[src/sv/template_string_comment_lexer_defines.svh]
// Assertion helpers for the lexer back end.
// Each macro expects signals named clk and rst_n in the module that uses it.
`ifndef TEMPLATE_STRING_COMMENT_LEXER_DEFINES_SVH
`define TEMPLATE_STRING_COMMENT_LEXER_DEFINES_SVH

// The consequent must hold in the same cycle as the antecedent.
`define TSCL_ASSERT_IMP(lbl, ante, cons, msg) \
  lbl: assert property (@(posedge clk) disable iff (!rst_n) (ante) |-> (cons)) \
    else $error(msg);

// The consequent must hold in the cycle after the antecedent.
`define TSCL_ASSERT_NXT(lbl, ante, cons, msg) \
  lbl: assert property (@(posedge clk) disable iff (!rst_n) (ante) |=> (cons)) \
    else $error(msg);

`endif

[src/sv/tscl_pkg.sv]
`timescale 1ns / 1ps

package tscl_pkg;

  // Width of the comment nesting depth counter.
  localparam int DEPTH_BITS = 16;

  // Queue between the front and the back.
  localparam int QAW    = 2;
  localparam int QDEPTH = 1 << QAW;

  // Token kind bits in valid_kinds.
  localparam int KB_STRING  = 0;
  localparam int KB_HEAD    = 1;
  localparam int KB_SPAN    = 2;
  localparam int KB_TAIL    = 3;
  localparam int KB_COMMENT = 4;

  // Result status codes.
  localparam logic [1:0] ST_ACCEPT   = 2'd0;
  localparam logic [1:0] ST_REJECT   = 2'd1;
  localparam logic [1:0] ST_OVERFLOW = 2'd2;

  // Result token kinds.
  localparam logic [2:0] TK_STRING  = 3'd0;
  localparam logic [2:0] TK_HEAD    = 3'd1;
  localparam logic [2:0] TK_SPAN    = 3'd2;
  localparam logic [2:0] TK_TAIL    = 3'd3;
  localparam logic [2:0] TK_COMMENT = 3'd4;

  // Character classes produced by the front.
  typedef enum logic [3:0] {
    CC_EOF,
    CC_BLANK,
    CC_NEWLINE,
    CC_QUOTE,
    CC_RBRACE,
    CC_LBRACE,
    CC_SLASH,
    CC_STAR,
    CC_BSLASH,
    CC_DOLLAR,
    CC_OTHER
  } chcls_t;

  typedef struct packed {
    logic       start_req;
    logic [4:0] valid_kinds;
    logic [7:0] ch;
    logic       end_of_input;
  } in_item_t;

  typedef struct packed {
    logic [1:0] status;
    logic [2:0] token_kind;
    logic       taken;
  } out_item_t;

  // One classified character as it travels through the queue.
  typedef struct packed {
    logic       start;
    logic [4:0] kinds;
    chcls_t     cls;
  } q_item_t;

endpackage

[src/sv/tscl_front.sv]
`timescale 1ns / 1ps

module tscl_front (
  input  logic               clk,
  input  logic               rst_n,
  input  logic               in_push,
  output logic               in_full,
  input  tscl_pkg::in_item_t in_item,
  output logic               q_wr,
  output tscl_pkg::q_item_t  q_item,
  input  logic               q_full
);
  import tscl_pkg::*;

  localparam logic [7:0] CH_NL     = 8'h0A;
  localparam logic [7:0] CH_TAB    = 8'h09;
  localparam logic [7:0] CH_CR     = 8'h0D;
  localparam logic [7:0] CH_SPACE  = 8'h20;
  localparam logic [7:0] CH_QUOTE  = 8'h22;
  localparam logic [7:0] CH_DOLLAR = 8'h24;
  localparam logic [7:0] CH_STAR   = 8'h2A;
  localparam logic [7:0] CH_SLASH  = 8'h2F;
  localparam logic [7:0] CH_BSLASH = 8'h5C;
  localparam logic [7:0] CH_LBRACE = 8'h7B;
  localparam logic [7:0] CH_RBRACE = 8'h7D;

  function automatic chcls_t classify(input logic [7:0] c, input logic eof);
    chcls_t r;
    if (eof) begin
      r = CC_EOF;
    end else begin
      case (c)
        CH_NL:                    r = CC_NEWLINE;
        CH_SPACE, CH_TAB, CH_CR:  r = CC_BLANK;
        CH_QUOTE:                 r = CC_QUOTE;
        CH_RBRACE:                r = CC_RBRACE;
        CH_LBRACE:                r = CC_LBRACE;
        CH_SLASH:                 r = CC_SLASH;
        CH_STAR:                  r = CC_STAR;
        CH_BSLASH:                r = CC_BSLASH;
        CH_DOLLAR:                r = CC_DOLLAR;
        default:                  r = CC_OTHER;
      endcase
    end
    return r;
  endfunction

  logic    stage_valid_r, stage_valid_nxt;
  q_item_t stage_item_r;
  logic    accept;

  // The stage holds only while the queue is full.
  assign in_full = stage_valid_r && q_full;
  assign accept  = in_push && !in_full;
  assign q_wr    = stage_valid_r && !q_full;
  assign q_item  = stage_item_r;

  assign stage_valid_nxt = accept || in_full;

  always_ff @(posedge clk) begin
    if (!rst_n) begin
      stage_valid_r <= 1'b0;
    end else begin
      stage_valid_r <= stage_valid_nxt;
    end
    if (accept) begin
      stage_item_r.start <= in_item.start_req;
      stage_item_r.kinds <= in_item.valid_kinds;
      stage_item_r.cls   <= classify(in_item.ch, in_item.end_of_input);
    end
  end

endmodule

[src/sv/tscl_queue.sv]
`timescale 1ns / 1ps

module tscl_queue (
  input  logic              clk,
  input  logic              rst_n,
  input  logic              wr,
  input  tscl_pkg::q_item_t wr_item,
  output logic              full,
  input  logic              rd,
  output tscl_pkg::q_item_t rd_item,
  output logic              nonempty
);
  import tscl_pkg::*;

  localparam logic [QAW:0] CNT_FULL = (QAW + 1)'(QDEPTH);

  q_item_t        slot_r [QDEPTH];
  logic [QAW-1:0] wr_ptr_r, wr_ptr_nxt;
  logic [QAW-1:0] rd_ptr_r, rd_ptr_nxt;
  logic [QAW:0]   cnt_r, cnt_nxt;
  logic           do_wr, do_rd;

  assign full     = (cnt_r == CNT_FULL);
  assign nonempty = (cnt_r != '0);
  assign rd_item  = slot_r[rd_ptr_r];
  assign do_wr    = wr && !full;
  assign do_rd    = rd && nonempty;

  always_comb begin
    wr_ptr_nxt = do_wr ? wr_ptr_r + 1'b1 : wr_ptr_r;
    rd_ptr_nxt = do_rd ? rd_ptr_r + 1'b1 : rd_ptr_r;
    cnt_nxt    = cnt_r;
    if (do_wr && !do_rd) begin
      cnt_nxt = cnt_r + 1'b1;
    end else if (do_rd && !do_wr) begin
      cnt_nxt = cnt_r - 1'b1;
    end
  end

  always_ff @(posedge clk) begin
    if (!rst_n) begin
      wr_ptr_r <= '0;
      rd_ptr_r <= '0;
      cnt_r    <= '0;
    end else begin
      wr_ptr_r <= wr_ptr_nxt;
      rd_ptr_r <= rd_ptr_nxt;
      cnt_r    <= cnt_nxt;
    end
    if (do_wr) begin
      slot_r[wr_ptr_r] <= wr_item;
    end
  end

endmodule

[src/sv/tscl_back.sv]
`timescale 1ns / 1ps

`include "template_string_comment_lexer_defines.svh"

module tscl_back (
  input  logic                clk,
  input  logic                rst_n,
  input  logic                q_nonempty,
  input  tscl_pkg::q_item_t   q_item,
  output logic                q_rd,
  output logic                out_empty,
  input  logic                out_pop,
  output tscl_pkg::out_item_t out_item
);
  import tscl_pkg::*;

  typedef enum logic [3:0] {
    M_IDLE,
    M_SKIP,
    M_BODY,
    M_ESC,
    M_DOLLAR,
    M_COPEN,
    M_CMT,
    M_CSLASH,
    M_CSTAR
  } mode_t;

  localparam logic [DEPTH_BITS-1:0] DEPTH_MAX = '1;
  localparam logic [DEPTH_BITS-1:0] DEPTH_ONE = DEPTH_BITS'(1);

  function automatic out_item_t mk_res(input logic [1:0] st, input logic [2:0] tk,
                                       input logic tkn);
    out_item_t r;
    r.status     = st;
    r.token_kind = tk;
    r.taken      = tkn;
    return r;
  endfunction

  mode_t                 mode_r, mode_nxt, m;
  logic [4:0]            kinds_r, kinds_nxt;
  logic                  brace_r, brace_nxt;
  logic [DEPTH_BITS-1:0] depth_r, depth_nxt, depth_dec;
  logic                  out_valid_r, out_valid_nxt;
  out_item_t             out_item_r;
  logic                  res_valid;
  out_item_t             res;
  chcls_t                cls;
  logic                  go;

  // The back advances whenever a character waits and the result slot is free or
  // being drained in this cycle.
  assign go        = q_nonempty && (!out_valid_r || out_pop);
  assign q_rd      = go;
  assign out_empty = !out_valid_r;
  assign out_item  = out_item_r;
  assign cls       = q_item.cls;
  assign depth_dec = depth_r - 1'b1;

  always_comb begin
    mode_nxt  = mode_r;
    kinds_nxt = kinds_r;
    brace_nxt = brace_r;
    depth_nxt = depth_r;
    res_valid = 1'b0;
    res       = mk_res(ST_REJECT, TK_STRING, 1'b0);
    m         = mode_r;

    if (q_item.start) begin
      kinds_nxt = q_item.kinds;
      brace_nxt = 1'b0;
      depth_nxt = '0;
      m         = (q_item.kinds == '0) ? M_IDLE : M_SKIP;
      res_valid = (q_item.kinds == '0);
    end

    // A lone dollar, slash or star falls back to body or comment text, and the
    // same character is then handled in that mode.
    if (m == M_DOLLAR && cls != CC_LBRACE) begin
      m = M_BODY;
    end else if (m == M_CSLASH && cls != CC_STAR) begin
      m = M_CMT;
    end else if (m == M_CSTAR && cls != CC_SLASH) begin
      m = M_CMT;
    end

    case (m)
      M_IDLE: begin
        mode_nxt = M_IDLE;
      end
      M_SKIP: begin
        mode_nxt = M_SKIP;
        if (cls inside {CC_BLANK, CC_NEWLINE}) begin
          mode_nxt = M_SKIP;
        end else if (cls == CC_RBRACE && (kinds_nxt[KB_SPAN] || kinds_nxt[KB_TAIL])) begin
          brace_nxt = 1'b1;
          mode_nxt  = M_BODY;
        end else if (cls == CC_QUOTE && (kinds_nxt[KB_STRING] || kinds_nxt[KB_HEAD])) begin
          brace_nxt = 1'b0;
          mode_nxt  = M_BODY;
        end else if (cls == CC_SLASH && kinds_nxt[KB_COMMENT]) begin
          mode_nxt = M_COPEN;
        end else begin
          res_valid = 1'b1;
        end
      end
      M_BODY: begin
        mode_nxt = M_BODY;
        if (cls inside {CC_EOF, CC_NEWLINE}) begin
          res_valid = 1'b1;
        end else if (cls == CC_BSLASH) begin
          mode_nxt = M_ESC;
        end else if (cls == CC_QUOTE) begin
          res_valid = 1'b1;
          if (brace_nxt) begin
            res = mk_res(ST_ACCEPT, TK_TAIL, 1'b1);
          end else if (kinds_nxt[KB_STRING]) begin
            res = mk_res(ST_ACCEPT, TK_STRING, 1'b1);
          end else begin
            res = mk_res(ST_REJECT, TK_STRING, 1'b1);
          end
        end else if (cls == CC_DOLLAR) begin
          mode_nxt = M_DOLLAR;
        end
      end
      M_ESC: begin
        mode_nxt  = M_BODY;
        res_valid = (cls == CC_EOF);
      end
      M_DOLLAR: begin
        // Only reached with an opening brace: the hole closes the text.
        res_valid = 1'b1;
        if (brace_nxt) begin
          res = mk_res(ST_ACCEPT, TK_SPAN, 1'b1);
        end else if (kinds_nxt[KB_HEAD]) begin
          res = mk_res(ST_ACCEPT, TK_HEAD, 1'b1);
        end else begin
          res = mk_res(ST_REJECT, TK_STRING, 1'b1);
        end
      end
      M_COPEN: begin
        if (cls == CC_STAR) begin
          depth_nxt = DEPTH_ONE;
          mode_nxt  = M_CMT;
        end else begin
          res_valid = 1'b1;
        end
      end
      M_CMT: begin
        mode_nxt = M_CMT;
        if (cls == CC_EOF) begin
          res_valid = 1'b1;
        end else if (cls == CC_SLASH) begin
          mode_nxt = M_CSLASH;
        end else if (cls == CC_STAR) begin
          mode_nxt = M_CSTAR;
        end
      end
      M_CSLASH: begin
        // Only reached with a star: a nested opener.
        if (depth_nxt == DEPTH_MAX) begin
          res_valid = 1'b1;
          res       = mk_res(ST_OVERFLOW, TK_COMMENT, 1'b1);
        end else begin
          depth_nxt = depth_nxt + 1'b1;
          mode_nxt  = M_CMT;
        end
      end
      M_CSTAR: begin
        // Only reached with a slash: a closer.
        depth_nxt = depth_dec;
        if (depth_dec == '0) begin
          res_valid = 1'b1;
          res       = mk_res(ST_ACCEPT, TK_COMMENT, 1'b1);
        end else begin
          mode_nxt = M_CMT;
        end
      end
      default: begin
        mode_nxt = M_IDLE;
      end
    endcase

    if (res_valid) begin
      mode_nxt = M_IDLE;
    end

    out_valid_nxt = out_valid_r;
    if (out_pop && out_valid_r) begin
      out_valid_nxt = 1'b0;
    end
    if (go && res_valid) begin
      out_valid_nxt = 1'b1;
    end
  end

  always_ff @(posedge clk) begin
    if (!rst_n) begin
      mode_r      <= M_IDLE;
      kinds_r     <= '0;
      brace_r     <= 1'b0;
      depth_r     <= '0;
      out_valid_r <= 1'b0;
    end else begin
      out_valid_r <= out_valid_nxt;
      if (go) begin
        mode_r  <= mode_nxt;
        kinds_r <= kinds_nxt;
        brace_r <= brace_nxt;
        depth_r <= depth_nxt;
      end
    end
    if (go && res_valid) begin
      out_item_r <= res;
    end
  end

  `TSCL_ASSERT_IMP(a_cmt_depth_nonzero, (mode_r == M_CMT || mode_r == M_CSLASH || mode_r == M_CSTAR), (depth_r != '0), "comment mode with zero nesting depth")
  `TSCL_ASSERT_NXT(a_result_ends_scan, (go && res_valid), (mode_r == M_IDLE && out_valid_r), "scan still running after its result")
  `TSCL_ASSERT_IMP(a_overflow_is_comment, (out_valid_r && out_item_r.status == ST_OVERFLOW), (out_item_r.token_kind == TK_COMMENT && out_item_r.taken), "overflow result not a taken comment")
  `TSCL_ASSERT_IMP(a_reject_kind, (out_valid_r && out_item_r.status == ST_REJECT), (out_item_r.token_kind == TK_STRING), "reject carries a token kind")

endmodule

[src/sv/template_string_comment_lexer.sv]
`timescale 1ns / 1ps

// Character-serial lexer for quoted strings with dollar-brace holes, template
// text resumed after a closing brace, and nestable slash-star block comments.
// Characters enter one per transfer on the input queue port; a character with
// start_req set latches the acceptable token kinds and begins a scan, and the
// character that ends a scan yields exactly one result (status, token kind and
// whether that character was taken) on the output queue port. The block takes
// one character per clock cycle while the result register is free or being
// popped, because the back end computes the next scan mode and nesting depth
// for a character combinationally. The character that ends a scan passes the
// front stage register and a queue slot before its result is registered. The
// front end registers and classifies each character, a four-entry queue lets
// the two ends stall independently, and a single result register holds each
// result until it is popped; the back end takes no new character while a
// result waits and is not being popped. No clearing pass is needed after reset.
module template_string_comment_lexer (
  input  logic                clk,
  input  logic                rst_n,
  input  logic                in_push,
  output logic                in_full,
  input  tscl_pkg::in_item_t  in_item,
  output logic                out_empty,
  input  logic                out_pop,
  output tscl_pkg::out_item_t out_item
);
  import tscl_pkg::*;

  // Classified characters travel from the front to the back through the queue.
  logic    q_wr;
  logic    q_full;
  q_item_t q_wr_item;
  logic    q_rd;
  logic    q_nonempty;
  q_item_t q_rd_item;

  tscl_front u_front (
    .clk     (clk),
    .rst_n   (rst_n),
    .in_push (in_push),
    .in_full (in_full),
    .in_item (in_item),
    .q_wr    (q_wr),
    .q_item  (q_wr_item),
    .q_full  (q_full)
  );

  tscl_queue u_queue (
    .clk      (clk),
    .rst_n    (rst_n),
    .wr       (q_wr),
    .wr_item  (q_wr_item),
    .full     (q_full),
    .rd       (q_rd),
    .rd_item  (q_rd_item),
    .nonempty (q_nonempty)
  );

  // The back end holds the scan state and the result register.
  tscl_back u_back (
    .clk        (clk),
    .rst_n      (rst_n),
    .q_nonempty (q_nonempty),
    .q_item     (q_rd_item),
    .q_rd       (q_rd),
    .out_empty  (out_empty),
    .out_pop    (out_pop),
    .out_item   (out_item)
  );

endmodule

[config.mk]
export PLATFORM = sky130hd
export DESIGN_NAME = template_string_comment_lexer
export DESIGN_NICKNAME = d
export VERILOG_FILES = /design/src/sv/tscl_pkg.sv /design/src/sv/tscl_front.sv /design/src/sv/tscl_queue.sv /design/src/sv/tscl_back.sv /design/src/sv/template_string_comment_lexer.sv
export VERILOG_INCLUDE_DIRS = /design/src /design/src/sv
export SDC_FILE = /design/constraint.sdc
export NUM_CORES = 1
export LEC_CHECK = 0
export BUFFER_PORTS_ARGS = -buffer_cell sky130_fd_sc_hd__buf_2
export CORE_ASPECT_RATIO = 1.5
export CORE_MARGIN = 1.5
export CORE_UTILIZATION = 50
export DETAILED_ROUTE_END_ITERATION = 16
export PLACE_DENSITY = 0.67
export SYNTH_ARGS = -nofsm -noshare
export SYNTH_HDL_FRONTEND = slang
export SYNTH_SLANG_ARGS = --single-unit
[constraint.sdc]
create_clock -name clk -period 5.3 [get_ports clk]
set_clock_uncertainty 0.2 [all_clocks]
set_input_delay 0.53 -clock clk [delete_from_list [all_inputs] [get_ports clk]]
set_output_delay 0.53 -clock clk [all_outputs]
set_load 0.03 [all_outputs]
# Word level (Yosys, flattened, before mapping)
# Memories as Yosys holds them, arrays and structs flattened. A register that Yosys moved wholly into a read port is not among the register bits.
# Cells that the tools add are included.
[word_totals]
ff_bits = 51
ram_bits = 40
out_inout_bits = 8
mem_count = 1
[mem_list]
columns = ["memory", "depth", "width", "rd", "rd_ports_with_merged_regs", "wr", "line_no", "source"]
rows = [
  ["u_queue.slot_r", 4, 10, 1, 1, 1, "tscl_queue.sv:17", "q_item_t slot_r [QDEPTH];"],
]
[classes]
add_sub_neg = 6
eq_ne = 39
muxes = 63
n_reduce_logical = 35
[ops]
columns = ["operator", "count"]
rows = [
  ["$mux W4", 17],
  ["$mux W16", 3],
  ["$pmux W16 S3", 1],
  ["$eq A8 B6 Y1 const B", 5],
  ["$eq A4 B3 Y1 const B", 9],
  ["$mux W6", 6],
  ["$pmux W4 S9", 1],
  ["$pmux W4 S8", 1],
  ["$eq A8 B4 Y1 const B", 3],
  ["$eq A8 B7 Y1 const B", 3],
  ["$pmux W6 S4", 1],
  ["$mux W1", 22],
  ["$mux W5", 4],
  ["$add A16 B1 Y16 const B", 1],
  ["$eq A16 B16 Y1 const B", 1],
  ["$eq A4 B2 Y1 const B", 4],
  ["$eq A4 B4 Y1 const B", 4],
  ["$logic_and A1 B1 Y1", 16],
  ["$logic_not A16 Y1", 1],
  ["$sub A16 B1 Y16 const B", 1],
  ["$mux W3", 4],
  ["$ne A4 B3 Y1 const B", 3],
  ["$eq A4 B1 Y1 const B", 2],
  ["$pmux W1 S8", 1],
  ["16 further kinds", 29],
]

# Logic depth before layout (Yosys ltp)
# Gate-level depths: netlist of the first run.
[logic_depth]
depth_word = 12
ltp_mapped = 15
mapped_depth_nobuf = 11

# Hierarchy
# A second synthesis of the first run with hierarchy kept.
[hier_totals]
cells_unflattened = 571
area_unflattened_um2 = 5656.7
[by_module_without_submodules]
columns = ["mod", "n_inst", "cells_each", "area_each_um2"]
rows = [
  ["tscl_back", 1, 417, 3128.0],
  ["tscl_queue", 1, 100, 1926.8],
  ["tscl_front", 1, 54, 601.8],
]

# Worst setup path after synthesis of the first run
# Ideal clock, no wire load.
[synth_timing]
path_type = "reg2reg"
startpoint = "reg with a tool-made name"
endpoint = "reg u_back.out_item_r, in the netlist u_back.out_item[0] (enable)"
setup_time_ns = 0.314
arrival_ns = 3.206
required_ns = 4.786
slack_ns = 1.580
path_stages_with_launch = 16
n_path_buf = 4
synth_period_minus_slack_ns = 3.720
cell_sequence = "dfxtp_1 -> buf_6 -> mux4_2 -> buf_6 -> buf_6 -> clkbuf_1 -> nor2_1 -> ha_1 -> and4_1 -> and4_1 -> nand2_1 -> o211ai_1 -> a2111oi_2 -> o211ai_1 -> o221ai_1 -> inv_1"
[synth_rtl]
columns = ["item", "line_no", "source"]
rows = [
  ["end signal: assignment", "tscl_back.sv:215", "out_item_r <= res;"],
  ["end: declaration", "tscl_back.sv:46", "out_item_t out_item_r;"],
]

==> results of run 1 <==
## sequential cells by signal, summed over array words and instances (netlist names), named ones only
register / flops
u_back.out_item: 6
u_queue.rd_ptr_r: 2
u_back.kinds_r: 5
u_back.out_valid_r: 1
u_back.mode_r: 4
u_front.stage_valid_r: 1
u_queue.wr_ptr_r: 2
u_back.depth_r: 16
u_queue.cnt_r: 3
u_back.brace_r: 1
u_front.q_item: 10
u_queue.slot_r: 40
## area by class of cell
cell class,instances,area (um2),share of cell area [%]
Multi-Input combinational cell,412,2773,47.03
Sequential cell,93,2422,41.09
Clock buffer,9,225.2,3.820
Tap cell,144,180.2,3.056
Timing Repair Buffer,30,160.2,2.716
Clock inverter,7,97.59,1.655
Inverter,10,37.54,0.6367
## per-layer routing
| metal | vias up | routed length, um |
|---|---|---|
| met4 | 0 | 526 |
| met2 | 204 | 6889 |
| met5 | - | 0 |
| met1 | 2124 | 5207 |
| li1 | 2113 | - |
| met3 | 43 | 721 |
## worst max-delay path, delay by kind of cell, from the launching register on
family	cells	cell delay (ns)
AOI/OAI and AO/OA	4	0.90
adders and majority gates	1	0.28
buffers and inverters	1	0.20
DFF	1	0.70
muxes	1	0.81
and+or+nand+nor	4	0.79
## power by group through the flow
| stage | registers (mW) | logic (mW) | clock network, mW |
|---|---|---|---|
| 6_report | 0.966 | 1.03 | 0.703 |
| 5_1_grt | 0.980 | 1.13 | 0.741 |
| 4_1_cts | 0.966 | 1.03 | 0.713 |
| 3_5_place_dp | 0.982 | 1.02 | 0 |
| 3_3_place_gp | 0.977 | 0.999 | 0 |
| 2_1_floorplan | 0.978 | 0.788 | 0 |
## cell families (layout without fill, tap and decap cells)
kind of cell    Yosys count  count (layout)
compound gates          129             129
xor+xnor                 12              12
fa+ha+maj                 9               9
buf+inv                  46              56
flops                    93              93
mux                      23              23
simple gates            239             239
## cell usage in the layout (no fill, tap or decap), types with 9 or more instances in the layout
cell type,Yosys,final
nor2_1,65,65
edfxtp_1,56,56
nand2_1,49,49
dfxtp_1,37,37
a21oi_1,30,30
buf_2,2,26
nor3_1,25,25
o21ai_0,22,21
nand3_1,18,18
a211oi_1,12,12
mux2i_1,11,11
mux4_2,10,10
inv_1,9,9
o211ai_1,9,9
clkbuf_16,0,9
## path summary, 6_finish.rpt
| path | startpoint | to | slack, ns | cells after the start |
|---|---|---|---|---|
| max | flop | u_back.out_item[3] | 1.15 | 11 |
| max reg2reg | flop | u_back.out_item[3] | 1.15 | 11 |
| min | in_item[14] | u_front.q_item[9] | 0.15 | 1 |
| min reg2reg | u_back.kinds_r[4] | u_back.kinds_r[4] | 0.26 | 2 |
==> run summary, run 1 <==
Die Span X: 87.83 um
hold bufs inserted after CTS: 0
Clk pwr share: 26.0%
Synth Cell Area: 5396 um2
IO buf count: 26
Detailed Route WL: 13340 um
DRC violations left: 0
status: finished clean
Worst Path Max Fanout: 37
Final Hold Viols: 0
WHS: 0.1524 ns
DP HPWL: 9243 um
met3 usage: 4.048%
leading area contributor after synthesis: edfxtp_1
Max Slew Vio Count: 0
top cells by area, synth: edfxtp_1 (31%), dfxtp_1 (14%), nor2_1 (4.5%), mux4_2 (4.2%), nand2_1 (3.4%)
pwr/cell area: 458.4 nW/um2
post-route cell area: 5896 um2
Die Y: 130.2 um
Reg power frac: 35.7%
switching share of power: 40.33%
startpoint type of the worst setup path: flop
Worst Path Required: 5.18 ns
Setup CP Type: reg -> reg
layer with the highest usage: met2
layout cells sized above 1: 13.19%
GRT Residual Overflow: 0
combinational power share: 38.3%
largest net degree at the start of global routing: 38
DR iter-0 viols: 483
Yosys reg bits: 93
Final WS setup: 1.148 ns
vias per std cell: 6.360
Critical Path End Type: flop
final setup TNS: 0 ns
Yosys top cell area share: 31.16%
Static Leak: 1.977 nW
antenna violations before repair: 0
# diodes: 0
Worst slew margin: 28.18%
placed cell areas: 5573 um2
Worst-path clk slew: 0.07 ns
postcts setup bufs: 0
Clock Path Buffers: 2
Resized Gates After CTS: 0
mux share of post-synthesis cell area: 6.631%
htree depth: 3
Non-Filler Instances: 705
CP peak stage delay: 0.81 ns
Post-Syn Instances: 551
Tcrit/Tclk final: 78.34%
overall power: 2.703 mW
ys flop type: edfxtp_1
first-pass GRT wire length: 21850 um
Starting Density: 51.24%
worst ir drop on vdd: 0.2230 mV
XOR/XNOR Fraction of Synth Area: 1.948%
dpl ws: 1.166 ns
core area: 10530 um2
final setup fails: 0
Post-Route Utilization: 55.98%
commonest cells in the netlist: nor2_1 (65), edfxtp_1 (56), nand2_1 (49)
RSZ-0062 raised after global routing: false
Slew @ Worst Pin: 1.070 ns
CTS buffer count: 9
CTS tree: done
Syn Nets: 579
vias in the first global route: 4313
HP Class: in -> reg
Root Buffer: clkbuf_16
sequential area share after synthesis: 44.89%
drt wl/cell: 18.93 um
worst skew pair latency: 0.35 ns
crit-path cells: mux4_2 -> nor2_1 -> ha_1 -> and4_1 -> and4_1 -> nand2_1 -> o211ai_1 -> a2111oi_2 -> o211ai_1 -> o221ai_1 -> inv_1
met1 global-route usage: 29.35%
slowest cell on the critical path: mux4_2
Adder-Cell Fraction of Synth Area: 2.226%
Boundary Pins: 27
Final Critical Period: 4.152 ns
largest family of logic cells by synthesized area: simple AND/OR/NAND/NOR gates
met2 usage: 43.65%
Syn Area/Cell: 9.794 um2
simple-gate portion of the synthesized area: 23.74%
Layout area overhead: 9.251%
placed cell count: 689
MaxCap Viol Count: 0
Post-synth ARST share: 0%
Synth cell types: 81
Final #Nets: 584
Data arrival, critical path: 4.03 ns
post-route ant nets: 0
Post-synth EDFFs: 56
yosys warns: 0
count of clock tree sinks: 93
via count: 4484
P_int: 1.613 mW
compound-cell area share of the yosys netlist: 16.83%
P_sw: 1.090 mW
Cell Rows: 46
die area: 11440 um2
FMAX: 240.8 MHz
routability cong.: 0.9899
TritonRoute pass-1 iters: 6
Total GRT Usage: 24.81%
most common cell in the netlist: nor2_1
Filler cells: 920
Power figures use the tool's default switching activity.
==> inputs of run 2 (changes only) <==
==> constraint.sdc (replaced) <==
create_clock -name clk -period 4.1 [get_ports clk]
set_clock_uncertainty 0.2 [all_clocks]
set_input_delay 0.41 -clock clk [delete_from_list [all_inputs] [get_ports clk]]
set_output_delay 0.41 -clock clk [all_outputs]
set_load 0.03 [all_outputs]
==> run summary, run 2 (synthesized netlist as in run 1, its figures left out) <==
status: finished clean
vias in the first global route: 4405 (+2.1%)
final setup fails: 0 (unchanged)
postcts setup bufs: 0 (unchanged)
Slew @ Worst Pin: 1.150 ns (+0.07978 ns)
overall power: 3.419 mW (+27%)
die area: 11440 um2 (unchanged)
Setup CP Type: reg -> reg
dpl ws: 0.5318 ns (-0.6339 ns)
Final Critical Period: 3.650 ns (-0.5021 ns)
DR iter-0 viols: 338 (-30%)
RSZ-0062 raised after global routing: false
drt wl/cell: 18.25 um (-3.6%)
Clock Path Buffers: 2 (unchanged)
Starting Density: 51.24% (unchanged)
Clk pwr share: 23.7% (-2.3 points)
FF-to-FF End: u_back.out_item[0]
combinational power share: 40.2% (+1.9 points)
Critical Path End Type: flop
Die Y: 130.2 um (unchanged)
Boundary Pins: 27 (unchanged)
hold bufs inserted after CTS: 0 (unchanged)
R2R Setup Slk: 0.45 ns (-0.70 ns)
commonest cells after routing, fill and taps aside: nor2_1 (65), edfxtp_1 (56), nand2_1 (49)
DP HPWL: 9242 um (about the same)
Worst Path Max Fanout: 13 (-65%)
Max Slew Vio Count: 0 (unchanged)
CP peak stage delay: 0.60 ns (-0.21 ns)
slowest cell on the critical path: or4_1
final setup TNS: 0 ns (unchanged)
Final WS setup: 0.4500 ns (-0.6979 ns)
Final #Nets: 593 (+1.5%)
GRT Residual Overflow: 0 (unchanged)
antenna violations before repair: 0 (unchanged)
worst r2r src: u_back.depth_r[6]
Non-Filler Instances: 714 (+1.3%)
# diodes: 0 (unchanged)
MaxCap Viol Count: 0 (unchanged)
startpoint type of the worst setup path: flop
HP Class: in -> reg
via count: 4558 (+1.7%)
Layout area overhead: 9.877%
Worst Hold Path Cells: 1 (unchanged)
worst skew pair latency: 0.34 ns (about the same)
Filler cells: 952 (+3.5%)
Worst Path Required: 3.94 ns (-1.24 ns)
layout cells sized above 1: 14.39% (+1.2 points)
core area: 10530 um2 (unchanged)
Static Leak: 2.008 nW (+1.5%)
largest net degree at the start of global routing: 34 (-11%)
Die Span X: 87.83 um (unchanged)
max reg flops: 40 (unchanged)
placed cell count: 698 (+1.3%)
post-route ant nets: 0 (unchanged)
IO buf count: 26 (unchanged)
vias per std cell: 6.384 (+0.37%)
WHS Endpoint: u_front.q_item[8]
Post-Route Utilization: 56.30% (+0.32 points)
Tcrit/Tclk final: 89.03% (+11 points)
routability cong.: 0.9632 (-2.7%)
Final Hold Viols: 0 (unchanged)
most common cell after layout, fill and taps aside: nor2_1
Resized Gates After CTS: 0 (unchanged)
P_int: 2.039 mW (+26%)
cell mode on critical path: or4_1
first-pass GRT wire length: 21480 um (-1.7%)
CTS tree: done
placed cell areas: 5640 um2 (+1.2%)
WHS: 0.03637 ns (-0.1161 ns)
post-route cell area: 5929 um2 (+0.57%)
htree depth: 3 (unchanged)
FMAX: 274.0 MHz (+14%)
Root Buffer: clkbuf_16
TritonRoute pass-1 iters: 7 (+1)
P_sw: 1.380 mW (+27%)
Biggest register: u_queue.slot_r
count of clock tree sinks: 93 (unchanged)
pwr/cell area: 576.7 nW/um2 (+26%)
crit-path cells: or3_1 -> or4_1 -> or4_1 -> nand3_1 -> o2111ai_1 -> o211ai_1 -> o221ai_1 -> inv_1
Detailed Route WL: 13030 um (-2.3%)
Total GRT Usage: 24.43% (-0.38 points)
Worst slew margin: 23.26% (-4.9 points)
Data arrival, critical path: 3.49 ns (-0.54 ns)
switching share of power: 40.36% (about the same)
path depth of the worst reg2reg path: 8 (-3)
Cell Rows: 46 (unchanged)
CTS buffer count: 9 (unchanged)
DRC violations left: 0 (unchanged)
HP Start: in_item[13]
Reg power frac: 36.0% (+0.3 points)
Worst-path clk slew: 0.07 ns (about the same)
worst ir drop on vdd: 0.3309 mV (+48%)
## run 2: layout make-up
| class | count | area (um2) | area share [%] |
|---|---|---|---|
| inverter | 10 | 37.54 | 0.6330 |
| clock inverter | 7 | 63.81 | 1.076 |
| tap | 144 | 180.2 | 3.039 |
| sequential | 93 | 2422 | 40.85 |
| timing repair buffer | 39 | 227.7 | 3.840 |
| multi-input combinational | 412 | 2773 | 46.76 |
| clock buffer | 9 | 225.2 | 3.798 |
## run 2: power groups by stage
| stage | clock, mW | sequential (mW) | combinational (mW) |
|---|---|---|---|
| after floorplan | 0 | 1.26 | 1.02 |
| after global placement | 0 | 1.24 | 1.34 |
| after detailed placement | 0 | 1.25 | 1.36 |
| after CTS | 0.828 | 1.23 | 1.36 |
| after global routing | 0.866 | 1.25 | 1.51 |
| final | 0.812 | 1.23 | 1.38 |
## run 2: how the worst max path moves through the flow
stage                         start                  to  slack [ns]
2_1_floorplan                  flop  u_back.out_item[0]        0.38
3_3_place_gp      u_back.depth_r[6]  u_back.out_item[1]        0.67
3_5_place_dp   u_queue.slot_r[3][9]  u_back.out_item[1]        0.53
4_1_cts        u_queue.slot_r[3][9]  u_back.out_item[0]        0.52
5_1_grt        u_queue.slot_r[3][9]  u_back.out_item[0]        0.20
6_report          u_back.depth_r[6]  u_back.out_item[0]        0.45
## run 2: routing by layer
metal | vias to the layer above | global-route usage (%) | routed length (um)
met2 | 177 | 41.67 | 6759
met5 | - | 0 | 0
met3 | 53 | 4.301 | 655
met4 | 0 | 15.87 | 678
li1 | 2131 | - | -
met1 | 2197 | 27.71 | 4939
## run 2: worst max-delay path: cells and delay by family, from the launching register on
| family | cells | cell delay, ns |
|---|---|---|
| AO/OA/AOI/OAI | 3 | 0.79 |
| buffers and inverters | 1 | 0.23 |
| AND/OR/NAND/NOR | 4 | 1.69 |
| flip-flops | 1 | 0.42 |
==> inputs of run 3 (changes only) <==
--- a/config.mk
+++ b/config.mk
@@ -14,4 +14,5 @@
 export PLACE_DENSITY = 0.67
 export SYNTH_ARGS = -nofsm -noshare
 export SYNTH_HDL_FRONTEND = slang
+export SYNTH_HIERARCHICAL = 1
 export SYNTH_SLANG_ARGS = --single-unit
==> run summary, run 3 <==
status: finished clean
most common cell after layout, fill and taps aside: edfxtp_1
met2 wire length: 8298 um (+23%)
Worst Path Max Fanout: 10 (-3)
Post-Route Utilization: 56.17% (-0.13 points)
Buf/Inv on CP: 1 (unchanged)
layout cells sized above 1: 15.31% (+0.92 points)
Final Critical Period: 3.869 ns (+0.2191 ns)
Final Hold Viols: 0 (unchanged)
pwr/cell area: 582.4 nW/um2 (+1.0%)
Worst-path clk slew: 0.07 ns (about the same)
dpl ws: 0.3537 ns (-0.1780 ns)
Clk pwr share: 24.2% (+0.5 points)
slowest cell on the critical path: a2111oi_1
RSZ-0062 raised after global routing: false
DP HPWL: 11350 um (+23%)
CTS buffer count: 9 (unchanged)
Cell Rows: 47 (+2.2%)
postcts setup bufs: 0 (unchanged)
routability cong.: 0.9578 (-0.56%)
GRT Residual Overflow: 0 (unchanged)
crit-path cells: buf_4 -> mux4_2 -> or2_2 -> a2111oi_1 -> a2111oi_0 -> nor2_1 -> nand4_1 -> o221a_1
core area: 11060 um2 (+5.0%)
DRC violations left: 0 (unchanged)
CP peak stage delay: 0.79 ns (+0.19 ns)
most common cell in the netlist: edfxtp_1
vias in the first global route: 4788 (+8.7%)
Max Slew Vio Count: 0 (unchanged)
Synth Cell Area: 5657 um2 (+4.8%)
met3 wire length: 641 um (-2.1%)
post-route ant nets: 0 (unchanged)
Layout area overhead: 9.777% (about the same)
final setup fails: 0 (unchanged)
Reg power frac: 34.4% (-1.6 points)
yosys warns: 6 (+6)
Slew @ Worst Pin: 0.9795 ns (-0.1703 ns)
R2R Setup Slk: 0.23 ns (-0.22 ns)
largest net degree at the start of global routing: 25 (-26%)
vias per std cell: 6.449 (+1.0%)
Worst slew margin: 34.56% (+11 points)
startpoint type of the worst setup path: flop
Die Y: 133.3 um (+2.3%)
IO buf count: 26 (unchanged)
sequential area share after synthesis: 42.82% (-2.1 points)
Final WS setup: 0.2309 ns (-0.2191 ns)
ys flop type: edfxtp_1
Post-synth ARST share: 0% (unchanged)
worst ir drop on vdd: 0.4102 mV (+24%)
Tcrit/Tclk final: 94.37% (+5.3 points)
top cells by area, synth: edfxtp_1 (30%), dfxtp_1 (13%), mux4_2 (4.0%), o21ai_0 (2.6%), nor2_1 (2.5%)
Starting Density: 51.17% (-0.070 points)
Synth cell types: 87 (+7.4%)
Total GRT Usage: 25.91% (+1.5 points)
Root Buffer: clkbuf_16
P_sw: 1.452 mW (+5.2%)
Syn Area/Cell: 9.907 um2 (+1.2%)
commonest cells in the netlist: edfxtp_1 (56), dfxtp_1 (37), nor2_1 (37)
cell family with most CP delay: compound AO/OA/AOI/OAI gates
drt wl/cell: 20.58 um (+13%)
FF-to-FF End: u_back/out_item[1]
switching share of power: 40.15% (-0.22 points)
hold bufs inserted after CTS: 0 (unchanged)
Detailed Route WL: 15120 um (+16%)
HP Class: in -> reg
Critical Path End Type: flop
Post-Syn Instances: 571 (+3.6%)
Clock Path Buffers: 2 (unchanged)
final setup TNS: 0 ns (unchanged)
commonest cells after routing, fill and taps aside: edfxtp_1 (56), nor2_1 (37), dfxtp_1 (37)
DR iter-0 viols: 327 (-3.3%)
antenna violations before repair: 0 (unchanged)
Boundary Pins: 27 (unchanged)
HP Start: in_item[10]
Final #Nets: 611 (+3.0%)
leading area contributor after synthesis: edfxtp_1
WHS Endpoint: u_front/q_item[5]
Data arrival, critical path: 3.74 ns (+0.25 ns)
Post-synth EDFFs: 56 (unchanged)
FMAX: 258.5 MHz (-5.7%)
Die Span X: 89.85 um (+2.3%)
# diodes: 0 (unchanged)
max reg flops: 40 (unchanged)
CTS tree: done
Worst Path Required: 3.97 ns (+0.03 ns)
Setup CP Type: reg -> reg
placed cell count: 719 (+3.0%)
worst skew pair latency: 0.34 ns (about the same)
combinational power share: 41.3% (+1.1 points)
Static Leak: 2.173 nW (+8.2%)
MaxCap Viol Count: 0 (unchanged)
die area: 11970 um2 (+4.7%)
P_int: 2.165 mW (+6.2%)
WHS: 0.04096 ns (+0.004592 ns)
via count: 4740 (+4.0%)
TritonRoute pass-1 iters: 5 (-2)
first-pass GRT wire length: 24140 um (+12%)
Biggest register: u_queue/slot_r
WL met1: 5102 um (+3.3%)
Syn Nets: 599 (+3.5%)
count of clock tree sinks: 93 (unchanged)
Non-Filler Instances: 735 (+2.9%)
Yosys top cell area share: 29.73% (-1.4 points)
DR top layer: met4
htree depth: 3 (unchanged)
Resized Gates After CTS: 0 (unchanged)
path depth of the worst reg2reg path: 8 (unchanged)
Yosys reg bits: 93 (unchanged)
Worst Hold Path Cells: 1 (unchanged)
==> run 3: cell families (layout without fill, tap and decap cells) <==
group | count (synthesis) | in the layout | synth area share (%)
buffers and inverters | 59 | 76 | 4.778
and+or+nand+nor | 233 | 233 | 24.18
AOI/OAI and AO/OA | 144 | 144 | 18.32
DFF | 93 | 93 | 42.82
xor gates and xnor gates | 12 | 12 | 1.858
adders and majority gates | 9 | 9 | 2.124
muxes | 21 | 21 | 5.928
==> run 3: power by group through the flow <==
stage | Clock [mW] | Combinational (mW) | Sequential [mW]
detailed placement | 0 | 1.47 | 1.26
floorplan | 0 | 1.07 | 1.24
global route | 0.929 | 1.62 | 1.26
CTS | 0.894 | 1.47 | 1.24
finish | 0.876 | 1.49 | 1.25
global placement | 0 | 1.44 | 1.26
==> run 3: cell type report <==
class / count / area (um2)
repair buffers: 43 / 257.7
clock buffers: 9 / 225.2
well taps: 147 / 183.9
clock inverters: 7 / 92.59
flip-flops and latches: 93 / 2422
inverters: 17 / 63.81
fillers: 1032 / 4846
multi-input cells: 419 / 2964
==> run 3: worst reg2reg max path, stage by stage (launching register included) <==
cell       delay, ns
dfxtp_1         0.45
buf_4           0.24
mux4_2          0.62
or2_2           0.37
a2111oi_1       0.79
a2111oi_0       0.23
nor2_1          0.19
nand4_1         0.13
o221a_1         0.37
==> run 3: routing by layer <==
| metal | global-route usage, % | vias to the layer above |
|---|---|---|
| met4 | 20.37 | 0 |
| li1 | - | 2222 |
| met1 | 25.55 | 2268 |
| met5 | 0 | - |
| met3 | 3.653 | 72 |
| met2 | 48.18 | 178 |
==> run 3: how the worst max path moves through the flow <==
stage               depth (start not counted)                 end  start
floorplan                                  13  u_back/out_item[0]   flop
global placement                            8  u_back/out_item[5]   flop
detailed placement                          8  u_back/out_item[3]   flop
CTS                                         8  u_back/out_item[0]   flop
global route                                8  u_back/out_item[0]   flop
finish                                      8  u_back/out_item[1]   flop
==> run 3: metrics by stage <==
stage	total power, mW	instance area (um2)
final	3.617	6210
after global routing	3.808	6210
after CTS	3.610	6210
after detailed placement	2.734	5892
after global placement	2.694	5892
after floorplan	2.315	5657
